## config.mk

```make
export PLATFORM = sky130hd
export DESIGN_NAME = stepper_halfstep_ramp_driver
export DESIGN_NICKNAME = d
export VERILOG_FILES = /design/src/hdl/shd_pkg.sv /design/src/hdl/stepper_halfstep_ramp_driver.sv
export SDC_FILE = /design/constraint.sdc
export NUM_CORES = 1
export LEC_CHECK = 0
export ABC_AREA = 1
export BUFFER_PORTS_ARGS = -buffer_cell sky130_fd_sc_hd__buf_2
export CORE_MARGIN = 1
export CORE_UTILIZATION = 67
export CTS_CLUSTER_SIZE = 40
export DETAILED_ROUTE_END_ITERATION = 8
export PLACE_DENSITY = 0.87
export SLEW_MARGIN = 20
export SYNTH_ARGS = -nofsm -noshare
export SYNTH_HDL_FRONTEND = slang
export SYNTH_SLANG_ARGS = --single-unit
export TNS_END_PERCENT = 5
```

## constraint.sdc

```tcl
create_clock -name clk -period 5.27 [get_ports clk]
set_input_delay 1.054 -clock clk [delete_from_list [all_inputs] [get_ports clk]]
set_output_delay 1.054 -clock clk [all_outputs]
set_load 0.03 [all_outputs]
```

## src/hdl/shd_pkg.sv

```systemverilog
`default_nettype none
// ----------------------------------------------------------------------------
// shd_pkg : shared types and constants for the half-step stepper driver
// Command codes, register indexes, period width and the half-step table.
// ----------------------------------------------------------------------------
package shd_pkg;

    // Width of the period, target and tick counter registers
    localparam int PERIOD_WIDTH = 16;
    // Width of the reported target and period fields and of the register reset values
    localparam int REPORT_WIDTH = 16;
    localparam int OP_WIDTH     = 3;
    localparam int COIL_WIDTH   = 4;
    localparam int PHASE_WIDTH  = 3;
    localparam int REG_IDX_W    = 2;

    typedef logic [PERIOD_WIDTH-1:0] period_t;
    typedef logic [REPORT_WIDTH-1:0] report_t;
    typedef logic [COIL_WIDTH-1:0]   coil_t;
    typedef logic [PHASE_WIDTH-1:0]  phase_t;

    typedef enum logic [OP_WIDTH-1:0] {
        OP_TICK   = 3'd0,
        OP_START  = 3'd1,
        OP_STOP   = 3'd2,
        OP_SET    = 3'd3,
        OP_FASTER = 3'd4,
        OP_SLOWER = 3'd5
    } op_t;

    typedef enum logic [REG_IDX_W-1:0] {
        REG_SLOWEST = 2'd0,
        REG_FASTEST = 2'd1,
        REG_DEFAULT = 2'd2
    } reg_idx_t;

    // Register reset values
    localparam report_t SLOWEST_RST = 16'd2000;
    localparam report_t FASTEST_RST = 16'd200;
    localparam report_t DEFAULT_RST = 16'd1000;

    // One result as handed to the output side
    typedef struct packed {
        coil_t   coil_pattern;
        logic    coil_enable;
        logic    step_fired;
        logic    is_running;
        report_t target_now;
        report_t period_now;
    } result_t;

    // Half-step coil sequence
    function automatic coil_t half_step(input phase_t idx);
        coil_t pat;
        begin
            case (idx)
                3'd0:    pat = 4'h2;
                3'd1:    pat = 4'h6;
                3'd2:    pat = 4'h4;
                3'd3:    pat = 4'h5;
                3'd4:    pat = 4'h1;
                3'd5:    pat = 4'h9;
                3'd6:    pat = 4'h8;
                3'd7:    pat = 4'hA;
                default: pat = 4'h0;
            endcase
            return pat;
        end
    endfunction

endpackage
`default_nettype wire

```

## src/hdl/stepper_halfstep_ramp_driver.sv

```systemverilog
`default_nettype none
// The result of an accepted request is registered into the output buffer.
// Throughput: one request per cycle while in_stall is low; the state update is a single registered pass.
// A two-entry output buffer lets requests flow while one result waits to be taken.
// Reset (rst_n low, asynchronous): motor stopped, coils off, index and periods 0,
// target and limit registers back to their defaults, output buffer empty.
// ----------------------------------------------------------------------------
// stepper_halfstep_ramp_driver : four-coil half-step driver with speed ramp
// Counts ticks against the current period, steps the coils on a match and
// ramps the period one count per step toward the target, except on the step that wraps the phase index.
// ----------------------------------------------------------------------------
module stepper_halfstep_ramp_driver (
    input  wire                          clk,
    input  wire                          rst_n,
    // request channel
    input  wire                          in_valid,
    output logic                         in_stall,
    input  wire  [shd_pkg::OP_WIDTH-1:0] operation,
    input  wire  [15:0]                  speed_value,
    // result channel
    output logic                         out_valid,
    input  wire                          out_stall,
    output logic [3:0]                   coil_pattern,
    output logic                         coil_enable,
    output logic                         step_fired,
    output logic                         is_running,
    output logic [15:0]                  target_now,
    output logic [15:0]                  period_now,
    // register write port
    input  wire                          wr_en,
    input  wire  [shd_pkg::REG_IDX_W-1:0] wr_index,
    input  wire  [15:0]                  wr_data
);
    import shd_pkg::*;

    // limit registers
    period_t slowest_reg;
    period_t fastest_reg;

    // motor state
    logic    running_reg,  running_next;
    phase_t  phase_reg,    phase_next;
    period_t period_reg,   period_next;
    period_t target_reg,   target_next;
    period_t count_reg,    count_next;
    coil_t   coil_reg,     coil_next;
    logic    fired;

    // output buffer: main stage and skid stage
    result_t out_reg,      result_next;
    result_t skid_reg;
    logic    out_valid_reg;
    logic    skid_valid_reg;

    logic    accept;
    logic    pop;
    period_t value_in;

    assign accept   = in_valid && !skid_valid_reg;
    assign pop      = out_valid_reg && !out_stall;
    assign in_stall = skid_valid_reg;
    assign value_in = PERIOD_WIDTH'(speed_value);

    // Write the limit registers; the default target only matters at reset
    always_ff @(posedge clk or negedge rst_n)
    begin
        if (!rst_n)
        begin
            slowest_reg <= PERIOD_WIDTH'(SLOWEST_RST);
            fastest_reg <= PERIOD_WIDTH'(FASTEST_RST);
        end
        else if (wr_en)
        begin
            case (reg_idx_t'(wr_index))
                REG_SLOWEST: slowest_reg <= PERIOD_WIDTH'(wr_data);
                REG_FASTEST: fastest_reg <= PERIOD_WIDTH'(wr_data);
                default:     ;
            endcase
        end
    end

    // Work out the next motor state for one request
    always_comb
    begin
        running_next = running_reg;
        phase_next   = phase_reg;
        period_next  = period_reg;
        target_next  = target_reg;
        count_next   = count_reg;
        coil_next    = coil_reg;
        fired        = 1'b0;
        case (op_t'(operation))
            OP_TICK:
            begin
                if (running_reg)
                begin
                    if (count_reg != period_reg)
                    begin
                        count_next = count_reg + 1'b1;
                    end
                    else
                    begin
                        fired      = 1'b1;
                        count_next = '0;
                        coil_next  = half_step(phase_reg);
                        phase_next = phase_reg + 1'b1;
                        // ramp one count toward the target, but not on wrap
                        if (phase_next != '0)
                        begin
                            if (period_reg > target_reg)
                                period_next = period_reg - 1'b1;
                            else if (period_reg < target_reg)
                                period_next = period_reg + 1'b1;
                        end
                    end
                end
            end
            OP_START:
            begin
                if (!running_reg)
                begin
                    period_next  = slowest_reg;
                    count_next   = '0;
                    running_next = 1'b1;
                end
            end
            OP_STOP:
            begin
                coil_next    = '0;
                running_next = 1'b0;
            end
            OP_SET:
            begin
                if (value_in <= slowest_reg && value_in >= fastest_reg)
                    target_next = value_in;
            end
            OP_FASTER:
            begin
                target_next = (target_reg <= fastest_reg) ? fastest_reg
                                                          : target_reg - 1'b1;
            end
            OP_SLOWER:
            begin
                target_next = (target_reg >= slowest_reg) ? slowest_reg
                                                          : target_reg + 1'b1;
            end
            default: ;
        endcase
    end

    // Hold the motor state, advance on each accepted request
    always_ff @(posedge clk or negedge rst_n)
    begin
        if (!rst_n)
        begin
            running_reg <= 1'b0;
            phase_reg   <= '0;
            period_reg  <= '0;
            target_reg  <= PERIOD_WIDTH'(DEFAULT_RST);
            count_reg   <= '0;
            coil_reg    <= '0;
        end
        else if (accept)
        begin
            running_reg <= running_next;
            phase_reg   <= phase_next;
            period_reg  <= period_next;
            target_reg  <= target_next;
            count_reg   <= count_next;
            coil_reg    <= coil_next;
        end
    end

    // Assemble the result of this request
    always_comb
    begin
        result_next.coil_pattern = coil_next;
        result_next.coil_enable  = running_next;
        result_next.step_fired   = fired;
        result_next.is_running   = running_next;
        result_next.target_now   = REPORT_WIDTH'(target_next);
        result_next.period_now   = REPORT_WIDTH'(period_next);
    end

    // Output buffer control
    always_ff @(posedge clk or negedge rst_n)
    begin
        if (!rst_n)
        begin
            out_valid_reg  <= 1'b0;
            skid_valid_reg <= 1'b0;
        end
        else if (skid_valid_reg)
        begin
            if (pop)
            begin
                skid_valid_reg <= 1'b0;
            end
        end
        else if (accept)
        begin
            if (out_valid_reg && !pop)
                skid_valid_reg <= 1'b1;
            else
                out_valid_reg <= 1'b1;
        end
        else if (pop)
        begin
            out_valid_reg <= 1'b0;
        end
    end

    // Output buffer data
    always_ff @(posedge clk)
    begin
        if (skid_valid_reg)
        begin
            if (pop)
                out_reg <= skid_reg;
        end
        else if (accept)
        begin
            if (out_valid_reg && !pop)
                skid_reg <= result_next;
            else
                out_reg <= result_next;
        end
    end

    assign out_valid    = out_valid_reg;
    assign coil_pattern = out_reg.coil_pattern;
    assign coil_enable  = out_reg.coil_enable;
    assign step_fired   = out_reg.step_fired;
    assign is_running   = out_reg.is_running;
    assign target_now   = out_reg.target_now;
    assign period_now   = out_reg.period_now;

endmodule
`default_nettype wire

```

Yosys cells after proc, flatten, opt, wreduce, memory -nomap -nowiden
Memory sizes are Yosys's and may differ from the RTL's.
Cells that the tools add are included.
{"block": "totals", "n_memories": 1, "output_inout_bits": 41, "word_cells": 101, "mem_bits_ro": 32, "ff_bits": 167, "input_bits": 42}
{"block": "op_classes", "n_addsub": 6, "n_eq_ne": 12, "n_reduce_logical": 20, "bitwise": 2, "magnitude_cmp": 6, "n_mux": 33}
{"memory": "(name not given)", "depth": 8, "width": 4, "read_ports": 1, "rd_ports_with_merged_regs": 0, "write_ports": 0, "line_no": "shd_pkg.sv:56", "source": "case (idx)"}
{"cell": "16-bit 2-to-1 mux", "n": 12}
{"cell": "39-bit 2-to-1 mux", "n": 4}
{"cell": "16-bit one-hot mux with 2 select lines", "n": 2}
{"cell": "16-bit by 1-bit adder with 16-bit output, second input constant", "n": 3}
{"cell": "16-bit one-hot mux with 3 select lines", "n": 1}
{"cell": "16-bit greater-or-equal comparator", "n": 2}
{"cell": "16-bit less-or-equal comparator", "n": 2}
{"cell": "16-bit by 1-bit subtractor with 16-bit output, second input constant", "n": 2}
{"cell": "16-bit greater-than comparator", "n": 1}
{"cell": "16-bit < comparator", "n": 1}
{"cell": "16-bit inequality test", "n": 1}
{"cell": "1-bit 2-to-1 mux", "n": 10}
{"cell": "3-bit AND reduction", "n": 3}
{"cell": "4-bit 2-to-1 mux", "n": 2}
{"cell": "2-bit inequality test, second input constant", "n": 4}
{"cell": "4-bit one-hot mux with 2 select lines", "n": 1}
{"cell": "4-bit AND reduction", "n": 2}
{"cell": "3-bit by 2-bit equality test with 1-bit output, second input constant", "n": 2}
{"cell": "3-bit equality test, second input constant", "n": 2}
{"cell": "2-bit nonzero test", "n": 3}
{"cell": "1-bit logical AND", "n": 4}
{"cell": "2-bit AND reduction", "n": 2}
{"cell": "3-bit by 1-bit adder with 3-bit output, second input constant", "n": 1}
{"cell": "3-bit by 1-bit equality test with 1-bit output, second input constant", "n": 1}
{"cell": "8 further kinds", "n": 11}

Logic depth before layout (Yosys ltp)
Gate-level depths: netlist (run 1).
{"block": "logic_depth", "word_depth": 10, "depth_mapped": 21}

Least setup slack after synthesis (run 1)
No wires, ideal clock.
{"block": "synth_timing", "path_type": "input port to flip-flop", "from": "in in_valid", "to": "reg out_reg, in the netlist coil_enable, enable pin", "t_arrival_ps": 3359, "stages": 5, "slack_ps": 1465, "setup_ps": 446, "cell_sequence": "nand2_4 > clkinv_1 > buf_2 > a21oi_1 > a21oi_1"}
{"block": "synth_between", "elab_chain_len": 3}
{"element": "start, declared", "line_no": "stepper_halfstep_ramp_driver.sv:16", "source": "input wire in_valid,"}
{"element": "1-bit logical AND", "line_no": "stepper_halfstep_ramp_driver.sv:59", "source": "assign accept = in_valid && !skid_valid_reg;"}
{"element": "2-bit nonzero test (no source line)"}
{"element": "3-bit AND reduction (no source line)"}
{"element": "end signal, assigned", "line_no": "stepper_halfstep_ramp_driver.sv:219", "source": "out_reg <= skid_reg;"}
{"element": "end signal, assigned", "line_no": "stepper_halfstep_ramp_driver.sv:226", "source": "out_reg <= result_next;"}
{"element": "end, declared", "line_no": "stepper_halfstep_ramp_driver.sv:50", "source": "result_t out_reg, result_next;"}
No other way between the ends.
A chain may end at the register's enable or synchronous reset.

Worst setup path after layout (run 1)
{"block": "layout_timing", "from": "reg target_reg[7]", "to": "reg out_reg, in the netlist period_now[8], data pin"}
{"block": "layout_between", "elab_chain_len": 10, "elab_cells_between_ends": 11}
{"element": "start, declared", "line_no": "stepper_halfstep_ramp_driver.sv:44", "source": "period_t target_reg, target_next;"}
{"element": "start signal, assigned", "line_no": "stepper_halfstep_ramp_driver.sv:159", "source": "target_reg <= PERIOD_WIDTH'(DEFAULT_RST);"}
{"element": "start signal, assigned", "line_no": "stepper_halfstep_ramp_driver.sv:168", "source": "target_reg <= target_next;"}
{"element": "16-bit < comparator", "line_no": "stepper_halfstep_ramp_driver.sv:112", "source": "else if (period_reg < target_reg)"}
{"element": "16-bit 2-to-1 mux", "line_no": "stepper_halfstep_ramp_driver.sv:112"}
{"element": "16-bit 2-to-1 mux *", "line_no": "stepper_halfstep_ramp_driver.sv:110", "source": "if (period_reg > target_reg)"}
{"element": "16-bit 2-to-1 mux *", "line_no": "stepper_halfstep_ramp_driver.sv:108", "source": "if (phase_next != '0)"}
{"element": "16-bit 2-to-1 mux *", "line_no": "stepper_halfstep_ramp_driver.sv:97", "source": "if (count_reg != period_reg)"}
{"element": "16-bit 2-to-1 mux *", "line_no": "stepper_halfstep_ramp_driver.sv:95", "source": "if (running_reg)"}
{"element": "16-bit one-hot mux with 2 select lines *", "line_no": "stepper_halfstep_ramp_driver.sv:92", "source": "case (op_t'(operation))"}
{"element": "named net period_next[8]", "line_no": "stepper_halfstep_ramp_driver.sv:43", "source": "period_t period_reg, period_next;"}
{"element": "39-bit 2-to-1 mux *", "line_no": "stepper_halfstep_ramp_driver.sv:223", "source": "if (out_valid_reg && !pop)"}
{"element": "39-bit 2-to-1 mux *", "line_no": "stepper_halfstep_ramp_driver.sv:221", "source": "else if (accept)"}
{"element": "39-bit 2-to-1 mux *", "line_no": "stepper_halfstep_ramp_driver.sv:216", "source": "if (skid_valid_reg)"}
The timed path passes the listed nets; every way through them passes the cells marked *. The select of a mux whose other input is x is not followed.

==> impl_table.tex, run 1 <==
\begin{tabular}{lr}
\hline
Metric & Value \\
\hline
\multicolumn{2}{l}{\textbf{Global routing}} \\
GRT Overall Usage & 0.385 \\
Pin count of the biggest net entering global routing & 53 \\
Global-route wire length before repair & 54,500 um \\
Initial antenna violation count & 0 \\
Remaining Overflow, GRT & 0 \\
Via count of the first global-routing pass & 10,500 \\
\multicolumn{2}{l}{\textbf{Synthesis}} \\
Sequential fraction of the synthesis area & 0.377 \\
Cells after synthesis & 1,646 \\
Share of the synthesized area in the top cell type & 0.189 \\
Yosys warning total & 0 \\
Number of synthesized flops with an enable pin & 76 \\
Seq cells post-synth & 166 \\
Average instance area after synthesis & 7.34 um\^{}2 \\
Cell types occupying the most area after synthesis & edfxtp\_1, nand2\_1, dfrtp\_1 \\
Asr flop ratio synth & 0.542 \\
Post-Syn Area & 0.0121 mm\^{}2 \\
Number of library cell types mapped by synthesis & 49 \\
Predominant post-synthesis flop cell & edfxtp\_1 \\
Total nets after synthesis & between 1,500 and 2,000 \\
Cell type with the largest total area after synthesis & edfxtp\_1 \\
\multicolumn{2}{l}{\textbf{Critical path}} \\
Critical path data arrival time & 3590 ps \\
Biggest fanout along the worst timing path & 15 \\
Crit. End Element & flip-flop \\
Required arrival time at the worst endpoint & 5460 ps \\
Startpoint of the lowest-slack register-to-register path & target\_reg[7] \\
FF-to-FF End & period\_now[8] \\
Number of cells traversed by the worst register-to-register path & 17 \\
Setup slack on the worst flop-to-flop path & around 1900 ps \\
Critical path type & reg2reg \\
CP Capture Point & period\_now[8] \\
Type of origin of the critical path & flip-flop \\
Worst setup path startpoint & target\_reg[7] \\
\multicolumn{2}{l}{\textbf{Floorplanning}} \\
Count of pins on the block boundary & 83 \\
Standard-cell rows & 48 \\
Core region area & 0.0175 mm\^{}2 \\
Die span in x & 136 um \\
Area enclosed by the die boundary & 0.0186 mm\^{}2 \\
Initial Util & 0.691 \\
Die Ht & 136 um \\
\multicolumn{2}{l}{\textbf{Pwr}} \\
Combinational fraction of design power & 0.513 \\
VDD IR max & 0.494 mV \\
Internal power & 3.82 mW \\
Proportion of total power due to net switching & 0.505 \\
Ratio of total power to cell area & 591 mW/mm\^{}2 \\
Leakage & 6.34 nW \\
Clock Power Share & 0.166 \\
Net switching power figure & 3.90 mW \\
Share of power burned in registers & 0.321 \\
Power, Total & 7.71 mW \\
\multicolumn{2}{l}{\textbf{Layout}} \\
Area added between synthesis and finish & 8.18\% \\
Layout fillers & 1,394 \\
Number of flip-flops under the largest register name & 38 \\
Proportion of layout cells with a drive suffix above 1 & 0.110 \\
Finished Layout Cells & 1,920 \\
Most common library cell in the layout ignoring fill and taps & nand2\_1 \\
Most frequent cells in the layout & nand2\_1, inv\_1, nor2\_1, nand3\_1, o21ai\_0 \\
ANT cells & 0 \\
Post-layout nets & 1,812 \\
\multicolumn{2}{l}{\textbf{Clock tree}} \\
Quantity of gates resized following cts & 0 \\
Clock insertion delay at the later pin of the skew report & 440 ps \\
CTS buffer count & 17 \\
H-Tree Depth & 4 \\
Clock transition at the registers of the reported paths & 70 ps \\
Post-CTS setup repair buffer count & 0 \\
Clock tree from TritonCTS & built \\
Clock tree buffer depth & 2 \\
Post-cts hold buffer count & 0 \\
CTS Sinks & 166 \\
Buffer cell driving the clock tree root & clkbuf\_16 \\
\multicolumn{2}{l}{\textbf{Routing}} \\
DRT Pass-1 Iters & 7 \\
1st-iter DRT viols & 1,367 \\
Number of vias in the routed layout & $\sim$12,000 \\
Routed wire length & 34,500 um \\
DRT antenna net count & 0 \\
Routed wire length per instance & 18.0 um \\
DR vias/cell & around 6 \\
Residual DRC count & 0 \\
\multicolumn{2}{l}{\textbf{STA}} \\
Relative slew slack & 0.347 \\
Hold violation count in the final report & 0 \\
Clock Skews & 13.5 ps \\
Final setup margin & $\sim$1900 ps \\
Accumulated negative setup slack & 0 ps \\
Transition at the pin with the smallest max-transition slack & 976 ps \\
Setup repair after global routing missed its margin & no \\
Final setup violation count & 0 \\
Maximum frequency from static timing analysis & roughly 0.29 GHz \\
Crit path time final & 3400 ps \\
Final max-slew violation count & 0 \\
Fin crit share & 0.645 \\
\multicolumn{2}{l}{\textbf{Job}} \\
Max\_cap viols & 0 \\
\multicolumn{2}{l}{\textbf{Placed design}} \\
Routability cong. & 1.04 \\
DP HPWL & around 25,000 um \\
Placed Cells & 1,887 \\
Count of buffers from port buffering & just over 80 \\
Minimum setup slack after placement & 1700 ps \\
\multicolumn{2}{l}{\textbf{Run status}} \\
Outcome & complete, no violations \\
\multicolumn{2}{l}{\textbf{Min path}} \\
Kind of path behind the tightest hold check & reg2reg \\
\hline
\end{tabular}
==> cells by family (layout without fill, tap and decap cells) <==
| family | after synthesis | after routing | synth area share |
|---|---|---|---|
| fa+ha+maj | 88 | 88 | 0.0912 |
| compound gates | 201 | 201 | 0.0869 |
| xor+xnor | 52 | 52 | 0.0377 |
| buf+inv | 234 | 283 | 0.0830 |
| simple gates | 904 | 904 | 0.323 |
| mux | 1 | 1 | 0.000829 |
| flops | 166 | 166 | 0.377 |
==> final cells by class <==
cell class / instances / area (um^2) / share of cell area
Clock inverter: 12 / 143 / 0.0109
Timing Repair Buffer: 90 / 493 / 0.0377
Sequential cell: 166 / 4550 / 0.349
Multi-Input combinational cell: 1246 / 6540 / 0.501
Inverter: 161 / 612 / 0.0468
Tap cell: 225 / 282 / 0.0216
Clock buffer: 20 / 437 / 0.0334
==> per-stage QoR <==
step                      hold slack (ps)   util  area [um^2]
after global routing                  516  0.747        13100
after global placement                466  0.712        12500
final                                 486  0.747        13100
after detailed placement              473  0.713        12500
after floorplan                       453      -        12100
after CTS                             490  0.746        13000
==> synthesized netlist by cell type, types with 13 or more instances <==
cell / instances
nand4_1: 28
dfrtp_1: 75
clkbuf_1: 23
nand2_1: 547
nor3_1: 27
inv_1: 152
buf_2: 35
nor2_1: 130
o21ai_0: 90
xor2_1: 45
nand3_1: 117
dfstp_2: 15
a21oi_1: 81
nand2_2: 13
ha_1: 88
edfxtp_1: 76
o21ai_1: 14
==> routing by layer <==
layer	global-route usage	routed length [um]
met3	0.0638	3850
met1	0.549	14300
met2	0.584	15300
met4	0.145	1030
met5	0	0
==> critical path, cell delays in order (launching register included) <==
cell,delay [ps]
dfstp_2,720
inv_1,120
ha_1,310
nand2_1,80
nor2_1,190
nand2_1,80
nand2_1,60
nand2_1,90
nand2_2,260
nand2_1,370
inv_2,270
nand2_1,70
nand2_1,70
nand2_1,50
nand3_1,150
nand3_1,110
nand2_1,90
nand2_1,60
==> power by group through the flow <==
| stage | sequential, mW | combinational [mW] | clock (mW) |
|---|---|---|---|
| floorplan | 2.44 | 2.90 | 0 |
| global placement | 2.45 | 3.71 | 0 |
| detailed placement | 2.46 | 3.83 | 0 |
| CTS | 2.45 | 3.87 | 1.27 |
| global route | 2.51 | 4.42 | 1.32 |
| finish | 2.48 | 3.96 | 1.28 |
==> worst min path at each step <==
stage / startpoint / to / slack [ps] / cells past startpoint
2_1_floorplan: fastest_reg[10] / fastest_reg[10] / 450 / 2
5_1_grt: fastest_reg[4] / fastest_reg[4] / 520 / 2
3_3_place_gp: slowest_reg[5] / slowest_reg[5] / 470 / 2
6_report: slowest_reg[2] / slowest_reg[2] / 490 / 2
4_1_cts: slowest_reg[2] / slowest_reg[2] / 490 / 2
3_5_place_dp: slowest_reg[2] / slowest_reg[2] / 470 / 2
No activity file was read; power rests on OpenSTA's default activity.
==> run 2, diff against run 1 <==
Settings changed: CORE_UTILIZATION 67 to 56, PLACE_DENSITY 0.87 to 0.78.
Clock period 5.27 ns to 2.7 ns, I/O delays scaled along.
==> run 2 against run 1 <==
  * Global-route usage decreased by 2.5 points
  * Die area increased by 19%
  * Clock-buffer cell count decreased by 3
  * Non-clock buffer count increased by 128
  * Via count increased by 4.1%
  * Critical path type unchanged
==> impl_table.tex, run 2 (same netlist as run 1, synthesis figures left out) <==
\begin{tabular}{lr}
\hline
Metric & Value \\
\hline
\multicolumn{2}{l}{\textbf{Critical path}} \\
Slowest cell on crit path & dfrtp\_1 \\
Setup slack on the worst flop-to-flop path & $\sim$17 ps \\
Worst setup path startpoint & target\_reg[15] \\
Number of cells traversed by the worst register-to-register path & 15 \\
Type of origin of the critical path & flip-flop \\
Largest stage delay, worst path & between 300 and 400 ps \\
Critical path type & reg2reg \\
Most frequent cell on the critical path & nand2\_1 \\
Crit. End Element & flip-flop \\
FF-to-FF End & target\_now[7] \\
Startpoint of the lowest-slack register-to-register path & target\_reg[15] \\
Cell-by-cell trace of the critical path & buf\_4 > ha\_1 > nand2\_1 > o21ai\_0 > nor2\_1 > nand2\_2 > buf\_6 > buf\_4 > nand3\_1 > nand2\_1 > nor2\_1 > nor2\_1 > nand3\_2 > nand2\_1 > nand2\_1 \\
Biggest fanout along the worst timing path & 10 \\
Critical path data arrival time & 2870 ps \\
Required arrival time at the worst endpoint & 2890 ps \\
CP Capture Point & target\_now[7] \\
\multicolumn{2}{l}{\textbf{Clock tree}} \\
H-Tree Depth & 4 \\
Buffer cell driving the clock tree root & clkbuf\_16 \\
CTS Sinks & approximately 170 \\
Clock tree from TritonCTS & built \\
CTS buffer count & 17 \\
Clock tree buffer depth & 2 \\
Clock insertion delay at the later pin of the skew report & 440 ps \\
Clock transition at the registers of the reported paths & 70 ps \\
Post-cts hold buffer count & 0 \\
\multicolumn{2}{l}{\textbf{Layout}} \\
Post-layout utilization of the core & 0.683 \\
Post-layout nets & 1,940 \\
Area added between synthesis and finish & 19.2\% \\
Most frequent cells in the layout & nand2\_1, inv\_1, buf\_4, nor2\_1, nand3\_1 \\
Number of flip-flops under the largest register name & 38 \\
Proportion of layout cells with a drive suffix above 1 & 0.199 \\
Finished Layout Cells & 2,098 \\
Most common library cell in the layout ignoring fill and taps & nand2\_1 \\
ANT cells & 0 \\
\multicolumn{2}{l}{\textbf{Pwr}} \\
Leakage & between 7 and 8 nW \\
VDD IR max & 0.538 mV \\
Ratio of total power to cell area & 1180 mW/mm\^{}2 \\
Power, Total & 17.0 mW \\
\multicolumn{2}{l}{\textbf{Global routing}} \\
Via count of the first global-routing pass & 11,000 \\
Initial antenna violation count & 1 \\
Global-route wire length before repair & 60,200 um \\
GRT Overall Usage & 0.360 \\
Remaining Overflow, GRT & 0 \\
Pin count of the biggest net entering global routing & 43 \\
\multicolumn{2}{l}{\textbf{STA}} \\
Final max-slew violation count & 0 \\
Setup repair after global routing missed its margin & yes \\
Fin crit share & 0.994 \\
Transition at the pin with the smallest max-transition slack & 857 ps \\
Final setup violation count & 0 \\
Relative slew slack & 0.427 \\
Maximum frequency from static timing analysis & 0.373 GHz \\
Clock Skews & 10.9 ps \\
Hold violation count in the final report & 0 \\
Final setup margin & 16.6 ps \\
Crit path time final & roughly 2700 ps \\
\multicolumn{2}{l}{\textbf{Routing}} \\
M1 WL & 16,700 um \\
Total length of routed met3 wires & 4460 um \\
Top routing layer in use & met4 \\
DRT antenna net count & 0 \\
Routed wire length per instance & 18.7 um \\
1st-iter DRT viols & 1,242 \\
Routed wl met2 & about 17,000 um \\
Residual DRC count & 0 \\
DR vias/cell & 5.72 \\
Number of vias in the routed layout & 12,000 \\
Routed wire length & 39,300 um \\
DRT Pass-1 Iters & 6 \\
\multicolumn{2}{l}{\textbf{Floorplanning}} \\
Initial Util & 0.573 \\
Count of pins on the block boundary & 83 \\
Core region area & 0.0211 mm\^{}2 \\
Standard-cell rows & 53 \\
Die Ht & around 150 um \\
Die span in x & 149 um \\
Area enclosed by the die boundary & around 0.022 mm\^{}2 \\
\multicolumn{2}{l}{\textbf{Min path}} \\
Kind of path behind the tightest hold check & in2async \\
\multicolumn{2}{l}{\textbf{Placed design}} \\
Minimum setup slack after placement & -108 ps \\
Routability cong. & 1.03 \\
DP HPWL & 29,400 um \\
Count of buffers from port buffering & 82 \\
Placed Cells & 2,058 \\
\multicolumn{2}{l}{\textbf{Run status}} \\
Outcome & complete, no violations \\
\multicolumn{2}{l}{\textbf{Job}} \\
Max\_cap viols & 0 \\
\hline
\end{tabular}
[run 2: changes by cell type in the layout (fill, tap and decap cells not counted), sizes merged]
cell	change
buf	+127
bufinv	-1
clkbuf	-2
inv	+4
[run 2: power breakdown]
group / leakage, nW / switching (mW) / internal (mW)
clock network: 0.284 / 1.22 / 1.24
logic: 4.96 / 6.67 / 3.65
registers: 1.82 / 0.470 / 3.72
total: 7.07 / 8.36 / 8.61
[run 2: stage by stage]
stage	setup TNS [ps]	hold WS, ps	area (um^2)
after detailed placement	-918	476	13500
after CTS	0	95.2	14100
after global routing	-316	104	14400
final	0	78.6	14400
after floorplan	-14180	244	12100
after global placement	-104	468	13500
[run 2: worst min-delay path by stage]
stage | cells after the start | slack, ps | to
floorplan | 0 | 240 | coil_reg[0]
global placement | 2 | 470 | fastest_reg[13]
detailed placement | 2 | 480 | fastest_reg[11]
CTS | 1 | 100 | count_reg[5]
global route | 1 | 100 | count_reg[5]
finish | 1 | 80 | count_reg[5]
[run 2: critical path: cells and delay by family (launching register included)]
| kind | cells | cell delay [ps] |
|---|---|---|
| AO/OA/AOI/OAI | 1 | 260 |
| adder cells (fa/ha/maj) | 1 | 320 |
| AND/OR/NAND/NOR | 10 | 990 |
| buffers and inverters | 3 | 450 |
| flip-flops | 1 | 390 |
[run 2: final cells by class]
class,instances,area [um^2]
multi-input cells,1246,6780
fillers,1784,6690
flip-flops and latches,166,4550
repair buffers,218,1530
inverters,161,612
clock buffers,17,425
well taps,275,344
clock inverters,15,150
[run 2: per-layer routing]
layer	vias up	track usage
met5	-	0
li1	5715	-
met4	0	0.111
met1	5563	0.508
met3	85	0.0966
met2	645	0.538
[run 2: timing repair]
action                                  in CTS  in global routing
endpoints found under the setup margin       4                 65
setup buffers                                0                  7
endpoints found under the hold margin        0                  0
pin swaps                                    0                 14
cloned                                       0                  1
resized for setup                            6                 57
==> run 3, diff against run 2 <==
Settings changed: CORE_UTILIZATION 56 to 62, PLACE_DENSITY 0.78 to 0.81.
Clock period 2.7 ns to 2.5 ns, I/O delays scaled along.
==> run 3 against run 2 <==
  * The flow now finishes with violations (setup timing)
  * Setup slack worse by 180 ps
  * Worst hold slack worse by 41 ps
  * Cell area is 6.6% higher
  * Register-to-register slack worse by 180 ps
  * Clock skew is 4.6 ps higher
  * Critical path type unchanged
  * Critical endpoint is now skid_reg[20]
  * Largest cell class unchanged
==> impl_table.tex, run 3 (same netlist as run 1, synthesis figures left out) <==
\begin{tabular}{lr}
\hline
Metric & Value \\
\hline
\multicolumn{2}{l}{\textbf{Global routing}} \\
Remaining Overflow, GRT & 0 \\
GRT Overall Usage & 0.427 \\
Via count of the first global-routing pass & between 10,000 and 15,000 \\
Pin count of the biggest net entering global routing & 55 \\
Initial antenna violation count & 0 \\
Global-route wire length before repair & 64,600 um \\
\multicolumn{2}{l}{\textbf{Critical path}} \\
FF-to-FF End & skid\_reg[20] \\
Biggest fanout along the worst timing path & 5 \\
Largest stage delay, worst path & 550 ps \\
Type of origin of the critical path & flip-flop \\
Crit. End Element & flip-flop \\
Required arrival time at the worst endpoint & 2700 ps \\
Slowest cell on crit path & dfstp\_2 \\
Most frequent cell on the critical path & nand2\_2 \\
Critical path data arrival time & 2870 ps \\
Startpoint of the lowest-slack register-to-register path & target\_reg[5] \\
Critical path type & reg2reg \\
Cell-by-cell trace of the critical path & buf\_6 > ha\_4 > a21oi\_4 > nor2\_4 > nor3\_4 > nand2\_2 > nand2\_1 > nand2\_2 > nand2\_4 > buf\_12 > nand2\_2 > nand2\_2 > nor2\_2 > nor2\_1 > nand3\_2 > buf\_4 \\
Number of cells traversed by the worst register-to-register path & 16 \\
Delay-heaviest family, CP & simple AND/OR/NAND/NOR gates \\
Setup slack on the worst flop-to-flop path & -170 ps \\
Buffers \& Inverters on Critical Path & 3 \\
\multicolumn{2}{l}{\textbf{Run status}} \\
Violated checks & setup timing \\
Outcome & finished with violations \\
\multicolumn{2}{l}{\textbf{Layout}} \\
Proportion of layout cells with a drive suffix above 1 & 0.269 \\
ANT cells & 0 \\
Post-layout nets & approximately 2,000 \\
Most frequent cells in the layout & nand2\_1, buf\_4, inv\_1, nor2\_1, nand3\_1 \\
Area added between synthesis and finish & 27.1\% \\
Number of flip-flops under the largest register name & 38 \\
Most common library cell in the layout ignoring fill and taps & nand2\_1 \\
Post-layout utilization of the core & 0.812 \\
\multicolumn{2}{l}{\textbf{STA}} \\
Clock Skews & 15.5 ps \\
Transition at the pin with the smallest max-transition slack & 911 ps \\
Final setup violation count & roughly 50 \\
Final max-slew violation count & 0 \\
Crit path time final & around 2700 ps \\
Hold violation count in the final report & 0 \\
Maximum frequency from static timing analysis & between 0.3 and 0.4 GHz \\
Relative slew slack & 0.391 \\
Final setup margin & -167 ps \\
Setup repair after global routing missed its margin & yes \\
Fin crit share & 1.07 \\
\multicolumn{2}{l}{\textbf{Routing}} \\
Routed wire length & 42,600 um \\
Routed wire length per instance & around 20 um \\
DRT Pass-1 Iters & 8 \\
DRT antenna net count & 0 \\
DR vias/cell & $\sim$6.0 \\
Residual DRC count & 0 \\
Number of vias in the routed layout & $\sim$13,000 \\
1st-iter DRT viols & 1,743 \\
\multicolumn{2}{l}{\textbf{Floorplanning}} \\
Area enclosed by the die boundary & roughly 0.02 mm\^{}2 \\
Count of pins on the block boundary & 83 \\
Core region area & 0.0189 mm\^{}2 \\
Die Ht & about 140 um \\
Standard-cell rows & 50 \\
Initial Util & 0.639 \\
Die span in x & 142 um \\
\multicolumn{2}{l}{\textbf{Clock tree}} \\
Post-cts hold buffer count & 0 \\
CTS buffer count & 17 \\
Buffer cell driving the clock tree root & clkbuf\_16 \\
Clock insertion delay at the later pin of the skew report & 450 ps \\
Clock tree buffer depth & 2 \\
H-Tree Depth & 4 \\
Clock transition at the registers of the reported paths & 80 ps \\
CTS Sinks & 166 \\
Clock tree from TritonCTS & built \\
\multicolumn{2}{l}{\textbf{Placed design}} \\
Count of buffers from port buffering & roughly 80 \\
Routability cong. & 1.02 \\
DP HPWL & between 30,000 and 40,000 um \\
Minimum setup slack after placement & -237 ps \\
\multicolumn{2}{l}{\textbf{Job}} \\
Max\_cap viols & 0 \\
\multicolumn{2}{l}{\textbf{Pwr}} \\
VDD IR max & 0.786 mV \\
Leakage & 7.44 nW \\
Ratio of total power to cell area & 1340 mW/mm\^{}2 \\
\multicolumn{2}{l}{\textbf{Min path}} \\
Kind of path behind the tightest hold check & in2async \\
\hline
\end{tabular}
==> run 3: cell types whose count changed in the layout (fill, tap and decap cells not counted), sizes merged <==
cell	previous run	this run
clkbuf	18	17
clkinv	7	11
inv	168	164
clkinvlp	1	2
buf	217	276
==> run 3: metal layers <==
| layer | up-vias | track usage | wire length [um] |
|---|---|---|---|
| li1 | 5820 | - | - |
| met1 | 5925 | 0.590 | 16900 |
| met2 | 907 | 0.656 | 18900 |
| met3 | 145 | 0.0985 | 5220 |
| met4 | 0 | 0.160 | 1550 |
| met5 | - | 0 | 0 |
==> run 3: worst max-delay path by stage <==
stage | startpoint | to | slack (ps) | depth (start not counted)
after floorplan | target_reg[9] | period_now[8] | -30 | 18
after global placement | speed_value[15] | target_now[0] | -120 | 12
after detailed placement | target_reg[9] | period_now[12] | -240 | 18
after CTS | fastest_reg[3] | target_now[0] | -10 | 15
after global routing | target_reg[10] | target_now[4] | -250 | 15
final | target_reg[5] | skid_reg[20] | -170 | 16
==> run 3: through the flow <==
| step | instance area, um^2 | cells | hold slack [ps] | total power, mW | setup TNS, ps |
|---|---|---|---|---|---|
| floorplan | 12100 | 1646 | 204 | 11.2 | -224 |
| finish | 15300 | 2142 | 37.1 | 20.6 | -3660 |
| CTS | 14800 | 2133 | 57.4 | 18.9 | -33.9 |
| global placement | 13900 | 2091 | 466 | 15.1 | -2490 |
| detailed placement | 13900 | 2091 | 477 | 15.4 | -5630 |
| global route | 15300 | 2142 | 69.9 | 21.6 | -8910 |
==> run 3: timing repair <==
item | CTS | global route
gates cloned | 1 | 0
endpoints found under the hold margin | 0 | 0
resized for setup | 64 | 118
setup endpoints to repair | 80 | 96
setup buffers | 9 | 12
pin swaps | 17 | 44
==> run 3: power breakdown <==
group / internal, mW / switching (mW)
logic: 4.95 / 8.17
registers: 4.02 / 0.620
clock network: 1.39 / 1.41
total: 10.4 / 10.2
==> run 3: cell type report <==
class | instances | area (um^2)
multi-input cells | 1246 | 7170
fillers | 1248 | 3540
flip-flops and latches | 166 | 4560
inverters | 161 | 619
repair buffers | 276 | 2030
clock inverters | 15 | 214
repair inverters | 1 | 7.51
clock buffers | 17 | 425
well taps | 260 | 325
